<file path="src/rtl/core/sbmt_pkg.sv">
// Shared types and codes for the sparse block matrix transpose.
// Used by the front end, request queue, back end, top level and checker.
package sbmt_pkg;

  // Result kinds.
  localparam logic [1:0] KIND_NONE  = 2'd0;
  localparam logic [1:0] KIND_PTR   = 2'd1;
  localparam logic [1:0] KIND_ENTRY = 2'd2;

  // Error codes.
  localparam logic [2:0] ERR_OK       = 3'd0;
  localparam logic [2:0] ERR_OVERFLOW = 3'd1;
  localparam logic [2:0] ERR_ROW      = 3'd2;
  localparam logic [2:0] ERR_COL      = 3'd3;
  localparam logic [2:0] ERR_EARLY    = 3'd4;

  // Configuration register indexes.
  localparam logic REG_SOURCE_ROWS = 1'b0;
  localparam logic REG_SOURCE_COLS = 1'b1;

  // A classified request as it travels from the front end to the back end.
  typedef struct packed {
    logic       is_fetch;
    logic [9:0] row;
    logic [9:0] col;
    logic       fin;
  } req_t;

  // One result item.
  typedef struct packed {
    logic [1:0]  kind;
    logic [12:0] value;
    logic [11:0] spos;
    logic        done;
    logic [2:0]  err;
  } res_t;

endpackage

</file>
<file path="src/rtl/core/sbmt_queue.sv">
// Two-entry request queue between the front end and the back end.
// Depends on sbmt_pkg for the request type.
module sbmt_queue (
  input  logic          clk,
  input  logic          rst,
  input  logic          push,
  input  sbmt_pkg::req_t push_item,
  output logic          push_ready,
  output logic          pop_valid,
  output sbmt_pkg::req_t pop_item,
  input  logic          pop
);
  import sbmt_pkg::*;

  req_t       slots [2];
  logic       wp;
  logic       rp;
  logic [1:0] fill;
  logic       do_push;
  logic       do_pop;

  assign push_ready = (fill != 2'd2);
  assign pop_valid  = (fill != 2'd0);
  assign pop_item   = slots[rp];
  assign do_push    = push && push_ready;
  assign do_pop     = pop && pop_valid;

  // Pointers and fill level.
  always_ff @(posedge clk) begin
    if (rst) begin
      wp   <= 1'b0;
      rp   <= 1'b0;
      fill <= 2'd0;
    end else begin
      if (do_push) wp <= ~wp;
      if (do_pop) rp <= ~rp;
      fill <= fill + {1'b0, do_push} - {1'b0, do_pop};
    end
  end

  // Storage.
  always_ff @(posedge clk) begin
    if (do_push) slots[wp] <= push_item;
  end

endmodule

</file>
<file path="config.mk">
export PLATFORM = sky130hd
export DESIGN_NAME = sbmt_queue
export DESIGN_NICKNAME = d
export VERILOG_FILES = /design/src/rtl/core/sbmt_pkg.sv /design/src/rtl/core/sbmt_queue.sv
export SDC_FILE = /design/constraint.sdc
export NUM_CORES = 1
export LEC_CHECK = 0
export ABC_AREA = 0
export BUFFER_PORTS_ARGS = -buffer_cell sky130_fd_sc_hd__buf_2
export CORE_MARGIN = 8
export CORE_UTILIZATION = 35
export DETAILED_ROUTE_END_ITERATION = 8
export GPL_TIMING_DRIVEN = 1
export PLACE_DENSITY = 0.61
export SKIP_LAST_GASP = 1
export SYNTH_ARGS = -nofsm -noshare
export SYNTH_HDL_FRONTEND = slang
export SYNTH_SLANG_ARGS = --single-unit
</file>
<file path="constraint.sdc">
create_clock -name clk -period 2.73 [get_ports clk]
set_input_delay 0.4095 -clock clk [delete_from_list [all_inputs] [get_ports clk]]
set_output_delay 0.4095 -clock clk [all_outputs]
set_load 0.1 [all_outputs]
</file>
==> results.toml <==
[cts]
cts.sinks = 49
path_clk_slew_ns = 0.08
cts_hold_buf = 0
postCtsSetupBuffers = 0
post_cts_resized = 0
htree_levels = 2
cts_tree = "done"
clock_latency_ns = 0.29
numCtsBuffers = 5
root_buffer = "clkbuf_8"
clockBufferDepth = 2

[timing]
maxSlewViolCount = 0
finalCritPeriodShare_pct = 78.1
layout_setup_ws_ns = 0.599
slew-limit-headroom_pct = 66.5
setup_viol = 0
whs_ns = 0.306
setup-tns-final_ns = 0
rsz0062_at_grt = "no"
skew_ns = 0.00771
max_freq_mhz = 469
worst-slew-pin-transition_ns = 0.505
period_needed_ns = 2.13
hold_viol = 0

[logic_synthesis]
syn_area_um2 = 1820
synth_seq_cells = 49
syn-num-nets = 120
synth_compound_area_share_pct = 0.481
muxShareOfSynthArea_pct = 14.4
synth_area_leader_cell = "edfxtp_1"
avgSynthCellArea_um2 = 19.8
synthAdderAreaFrac_pct = 1.37
synthTopCellsByArea = "edfxtp_1 (73%), mux2_1 (14%), dfxtp_1 (5.5%)"
synth_top_family_by_area = "multiplexers"
synth_cells = 92
synth_xor_area_share_pct = 1.44
ys_warn_count = 0
synth_seq_area_share_pct = 78.0
synth-simple-area-share_pct = 3.23
synth_top_area_share_pct = 72.5
ys_types = 16

[worst_setup_path]
slowest_stage = "dfxtp_1"
slowest_delay_ns = 0.45
r2r-start = "fill[0]$_SDFF_PP0_"
path_class = "flop to output port"
start_kind = "flop"
cp.arrival_ns = 1.72
reg2regPathDepth = 8
cp_cell_sequence = "buf_4, mux2_1, buf_2"
crit_fanout = 17
cp-end-kind = "output port"
worstPathRequired_ns = 2.32

[layout]
area_growth_pct = 23.8
nNetsFinal = 177
drive_above_1_share_pct = 42.0
antenna_cells = 0
layout_commonest_cell = "buf_2"
final_cell_mix = "buf_2 (49), edfxtp_1 (44), mux2_1 (22)"

[global_route]
antenna_found_initial = 0
grt_pass1_wl_um = 5010
grt_overflow = 0
grt_pass1_vias = 1080
grt_max_degree = 23
grt_usage_pct = 8.66

[drt]
via_per_inst = 4.41
route.detailed.drc = 0
wl_per_cell_um = 14.3
wl_met2_um = 1480
firstDrtPassIters = 4
wl_met3_um = 265
wl_met1_um = 1380
drt_iter0_drc = 40
finalWirelength_um = 3150
ant_nets = 0
highest_layer = "met4"
num_vias = 970

[floorplanning]
die_w_um = 88.1
fp.coreArea_um2 = 5070
ios = 50
die_area_um2 = 7770
rows = 26
floorplan.initialDensity_pct = 35.9
die_h_um = 88.1

[place]
gp_congestion = 0.695
pre_cts_ws_ns = 0.898
hpwlAfterDp_um = 2270
numPortBuffers = 49

[flow_run]
maxCapViolations = 0

[run_status]
outcome = "complete, no violations"

[min_path]
min_path_type = "primary input to flop"
min_from = "push_item[14]"
min_path_cells = 1
## kinds of logic (layout without fill, tap and decap cells)
kind of cell / Yosys count / after routing
and+or+nand+nor: 11 / 11
muxes: 23 / 23
adders and majority gates: 2 / 2
AOI/OAI and AO/OA: 1 / 1
buffers and inverters: 3 / 61
xor gates and xnor gates: 3 / 3
DFF: 49 / 49
## area by class of cell
| class | instances | area, um2 |
|---|---|---|
| Multi-Input combinational cell | 40 | 384 |
| Fill cell | 483 | 2820 |
| Sequential cell | 49 | 1420 |
| Inverter | 1 | 3.75 |
| Clock buffer | 8 | 90.1 |
| Timing Repair Buffer | 52 | 268 |
| Tap cell | 70 | 87.6 |
## synthesized netlist by cell type
master / n
edfxtp_1: 44
xor2_1: 1
o21a_2: 1
xnor2_1: 2
nand2b_2: 1
nand2_2: 1
nor2_1: 5
dfxtp_1: 5
and3_1: 1
inv_1: 1
buf_4: 2
nor2b_1: 2
ha_1: 2
mux2_1: 22
or2_1: 1
mux2_4: 1
## sequential cells by signal, indices dropped and copies added (netlist names), named ones only
name   flops
wp         1
slots     44
fill       2
rp         1
## routing by layer
metal	vias up	track usage (%)
li1	459	-
met1	472	10.5
met2	36	13.3
met3	3	3.00
met4	0	4.61
met5	-	0
## critical path, delay by kind of cell (launching register included)
family	cells	cell delay, ns
buf+inv	2	0.61
flops	1	0.45
mux	1	0.36
## metrics by stage
stage | cell area, um2 | utilization [%] | std cells
floorplan | 1820 | - | 92
global placement | 2160 | 42.7 | 212
detailed placement | 2160 | 42.7 | 212
CTS | 2250 | 44.4 | 220
global route | 2250 | 44.4 | 220
finish | 2250 | 44.4 | 220
## worst paths after layout
| check | end | slack, ns |
|---|---|---|
| hold reg to reg | rp$_SDFFE_PP0P_ | 0.52 |
| setup / recovery | pop_item[4] | 0.60 |
| hold / removal | slots[0][14]$_DFFE_PP_ | 0.31 |
| setup reg to reg | fill[1]$_SDFF_PP0_ | 1.15 |
Power is not shown: default switching activity piles up to over one toggle a cycle in this logic, so the estimate is an artifact.
