### src/rtl/core/sbmt_pkg.sv
// Shared types and codes for the sparse block matrix transpose.
// Used by the front end, request queue, back end, top level and checker.
package sbmt_pkg;

  // Result kinds.
  localparam logic [1:0] KIND_NONE  = 2'd0;
  localparam logic [1:0] KIND_PTR   = 2'd1;
  localparam logic [1:0] KIND_ENTRY = 2'd2;

  // Error codes.
  localparam logic [2:0] ERR_OK       = 3'd0;
  localparam logic [2:0] ERR_OVERFLOW = 3'd1;
  localparam logic [2:0] ERR_ROW      = 3'd2;
  localparam logic [2:0] ERR_COL      = 3'd3;
  localparam logic [2:0] ERR_EARLY    = 3'd4;

  // Configuration register indexes.
  localparam logic REG_SOURCE_ROWS = 1'b0;
  localparam logic REG_SOURCE_COLS = 1'b1;

  // A classified request as it travels from the front end to the back end.
  typedef struct packed {
    logic       is_fetch;
    logic [9:0] row;
    logic [9:0] col;
    logic       fin;
  } req_t;

  // One result item.
  typedef struct packed {
    logic [1:0]  kind;
    logic [12:0] value;
    logic [11:0] spos;
    logic        done;
    logic [2:0]  err;
  } res_t;

endpackage

### src/rtl/core/sbmt_front.sv
// Front end: accepts input requests and classifies them into queue items.
// Depends on sbmt_pkg for the request type.
module sbmt_front (
  input  logic          clk,
  input  logic          rst,
  input  logic          in_valid,
  output logic          in_ready,
  input  logic          op,
  input  logic [9:0]    row_index,
  input  logic [9:0]    col_index,
  input  logic          final_entry,
  output logic          push,
  output sbmt_pkg::req_t push_item,
  input  logic          push_ready
);
  import sbmt_pkg::*;

  logic f_valid;
  req_t f_item;

  // The holding register frees up whenever the queue takes its request.
  assign in_ready  = !f_valid || push_ready;
  assign push      = f_valid;
  assign push_item = f_item;

  always_ff @(posedge clk) begin
    if (rst) begin
      f_valid <= 1'b0;
    end else if (in_ready) begin
      f_valid <= in_valid;
    end
    if (in_valid && in_ready) begin
      f_item.is_fetch <= op;
      f_item.row      <= row_index;
      f_item.col      <= col_index;
      f_item.fin      <= final_entry & ~op;
    end
  end

endmodule

### config.mk
export PLATFORM = sky130hd
export DESIGN_NAME = sbmt_front
export DESIGN_NICKNAME = d
export VERILOG_FILES = /design/src/rtl/core/sbmt_pkg.sv /design/src/rtl/core/sbmt_front.sv
export SDC_FILE = /design/constraint.sdc
export NUM_CORES = 1
export LEC_CHECK = 0
export ABC_AREA = 1
export BUFFER_PORTS_ARGS = -buffer_cell sky130_fd_sc_hd__buf_2
export CAP_MARGIN = 40
export CORE_ASPECT_RATIO = 0.75
export CORE_MARGIN = 3
export CORE_UTILIZATION = 25
export CTS_CLUSTER_DIAMETER = 120
export DETAILED_ROUTE_END_ITERATION = 16
export PLACE_DENSITY = 0.66
export REMOVE_ABC_BUFFERS = 1
export SLEW_MARGIN = 10
export SYNTH_ARGS = -nofsm -noshare
export SYNTH_HDL_FRONTEND = slang
export SYNTH_SLANG_ARGS = --single-unit
### constraint.sdc
create_clock -name clk -period 1.8 [get_ports clk]
set_input_delay 0 -clock clk [delete_from_list [all_inputs] [get_ports clk]]
set_output_delay 0 -clock clk [all_outputs]
set_load 0.01 [all_outputs]
==> flow_metrics.py <==
metrics = {
    "critical_path": {
        "crit_path_end": "push$_SDFFE_PP0P_",
        "worstPathCellList": "nand2_2 -> a21oi_2 -> dlygate4sd3_1",
        "ff2ff_setup_slack_ns": 0.65,
        "slowest_delay_ns": 0.54,
        "crit_slowest_cell": "dlygate4sd3_1",
        "critical-path-top-delay-family": "buffers and inverters",
        "crit_type": "flop to flop",
        "rr_startpoint": "push$_SDFFE_PP0P_",
        "reg2reg_to": "push$_SDFFE_PP0P_",
        "critPathMaxFanout": 3,
        "cp.arrival_ns": 1.35,
        "reg2regPathDepth": 3,
        "critPathLaunchType": "flop",
        "crit_path_end_kind": "flop",
        "critPathBufInv": 1,
        "cp.required_ns": 2.00,
        "crit_path_start": "push$_SDFFE_PP0P_",
        "crit_cells": 3,
    },
    "logic_synthesis": {
        "ys_ff_latch": 23,
        "synth-simple-area-share_pct": 1.399,
        "synth_compound_area_share_pct": 1.923,
        "synth_top_family_by_area": "compound AO/OA/AOI/OAI gates",
        "synth_warnings": 0,
        "ys_seq_area_share_pct": 95.10,
        "netlist_area_sq_um": 715.7,
        "synthDistinctLibCells": 8,
        "synthCells": 30,
        "yosys.area_share.adder_pct": 0,
        "synthMuxAreaShare_pct": 0,
        "synth_xor_xnor_area_share_pct": 0,
        "avgSynthCellArea_sq_um": 23.86,
    },
    "sta": {
        "fin_crit_sh_pct": 64.06,
        "relSlewSlack_pct": 82.31,
        "finalHoldViolations": 0,
        "period_needed_ns": 1.153,
        "fmaxAchievable_mhz": 867.3,
        "timing.final.ws_setup_ns": 0.6470,
        "finClkSkew_ns": 0.002933,
        "slew_violations": 0,
        "rsz0062_at_grt": "false",
        "setup_viol": 0,
        "tns_ns": 0,
        "timing.hold.ws_ns": 0.02927,
        "worst_pin_slew_ns": 0.2654,
    },
    "floorplanning": {
        "die_h_um": 52.34,
        "core_area_sq_um": 2663,
        "io-pin-count": 50,
        "die_area_sq_um": 3547,
        "die_x_um": 67.78,
        "rows": 16,
        "start_util_pct": 26.88,
    },
    "pwr": {
        "report.power.total_mw": 1.060,
        "p_per_area_nw_per_um2": 819.9,
        "peakVddDrop_v": 0.0004558,
        "leakagePower_nw": 0.5611,
    },
    "drt": {
        "drt_iter0_markers": 8,
        "route.detailed.drc": 0,
        "wl_mm": 1.479,
        "first_pass_iters": 4,
        "via_count": 543,
        "via_per_inst": 3.797,
        "drt-wirelength-per-cell_um": 10.34,
        "ant_nets": 0,
    },
    "final_layout": {
        "layout-drive-gt1-share_pct": 53.27,
        "fin_util_pct": 48.54,
        "layout.nets": 134,
        "fillers": 232,
        "finalInstanceArea_sq_um": 1292,
        "antenna_cells": 0,
        "syn_to_final_growth_pct": 80.59,
        "finalNonFillerCells": 143,
    },
    "cts": {
        "cts.htree.levels": 1,
        "clock-sinks": 23,
        "clkLatencyLatePin_ns": 0.25,
        "postCtsSetupRepairBufs": 0,
        "numCtsBuffers": 3,
        "clk_pin_slew_worst_paths_ns": 0.07,
        "cts_tree": "yes",
        "cts_root_buf": "clkbuf_8",
        "post_cts_resized": 0,
        "cts_buffer_depth": 2,
    },
    "placed_design": {
        "io_buffers": 49,
        "gp_congestion": 0.6004,
        "place_inst": 116,
        "placedInstanceArea_sq_um": 1017,
        "pre_cts_ws_ns": 0.7247,
    },
    "flow_run": {
        "drv_cap": 0,
    },
    "hold_path": {
        "min-delay-path-class": "primary input to flop",
    },
    "global_routing": {
        "grt_max_degree": 23,
        "grt_pass1_wl_mm": 2.235,
        "grt.total_usage_pct": 8.582,
        "antenna_found_initial": 0,
        "grt_pass1_vias": 534,
        "gr-total-overflow": 0,
    },
    "status": {
        "outcome": "finished clean",
    },
}
## cells in the final DEF (no fill, tap or decap), drive strengths merged
master and n:
clkbuf 4, nor2 1, a21oi 2, nand2 1, dfxtp 1, edfxtp 22, inv 3, buf 50
dlygate4sd3 23
## power by group
group          internal (mW)  switching [mW]  total, mW
Clock                  0.157           0.141      0.298
Combinational         0.0758          0.0548      0.131
Sequential             0.623         0.00781      0.631
Total                  0.856           0.204       1.06
## cells by family (layout without fill, tap and decap cells)
| group | after synthesis | count (layout) |
|---|---|---|
| AO/OA/AOI/OAI | 2 | 2 |
| buffers and inverters | 3 | 80 |
| flip-flops | 23 | 23 |
| AND/OR/NAND/NOR | 2 | 2 |
## cell usage after synthesis
cell       n  area, sq um
edfxtp_1  22        660.6
inv_1      2        7.510
a21oi_1    1        5.000
a21oi_2    1        8.760
dfxtp_1    1        20.02
inv_2      1        3.750
nand2_2    1        6.260
nor2_1     1        3.750
## routing by layer
| layer | GRT usage [%] | part of all wire (%) | vias to the layer above |
|---|---|---|---|
| met5 | 0 | 0 | - |
| met4 | 0 | 0 | 0 |
| met3 | 4.077 | 11 | 0 |
| met2 | 16.64 | 55 | 27 |
| met1 | 8.844 | 35 | 251 |
| li1 | - | - | 265 |
## worst min-delay path by stage
stage	slack [ns]	startpoint	cells after the start	to
after global routing	0.03	final_entry	3	push_item[0]$_DFFE_PP_
after CTS	0.02	final_entry	3	push_item[0]$_DFFE_PP_
after detailed placement	0.17	rst	2	push$_SDFFE_PP0P_
after global placement	0.16	rst	2	push$_SDFFE_PP0P_
final	0.03	final_entry	3	push_item[0]$_DFFE_PP_
after floorplan	0.06	rst	1	push$_SDFFE_PP0P_
## final cells by class
cell class	instances	area [sq um]	share of cell area [%]
multi-input combinational	4	27.53	2.130
inverter	3	11.26	0.8712
clock buffer	4	45.04	3.485
sequential	23	680.7	52.66
timing repair buffer	73	483.0	37.37
tap	36	45.04	3.485
## repair_timing
item	4_1_cts	5_1_grt
setup endpoints to repair	0	0
hold buffers	23	0
hold endpoints to repair	22	0
## flip-flops by register name, indices dropped and copies added (netlist names)
signal / count
push_item: 22
push: 1
## worst min-delay path: cells and delay by family
kind / cells / cell delay (ns)
buffers and inverters: 2 / 0.10
AND/OR/NAND/NOR: 1 / 0.07
(Power assumes the default switching activity.)
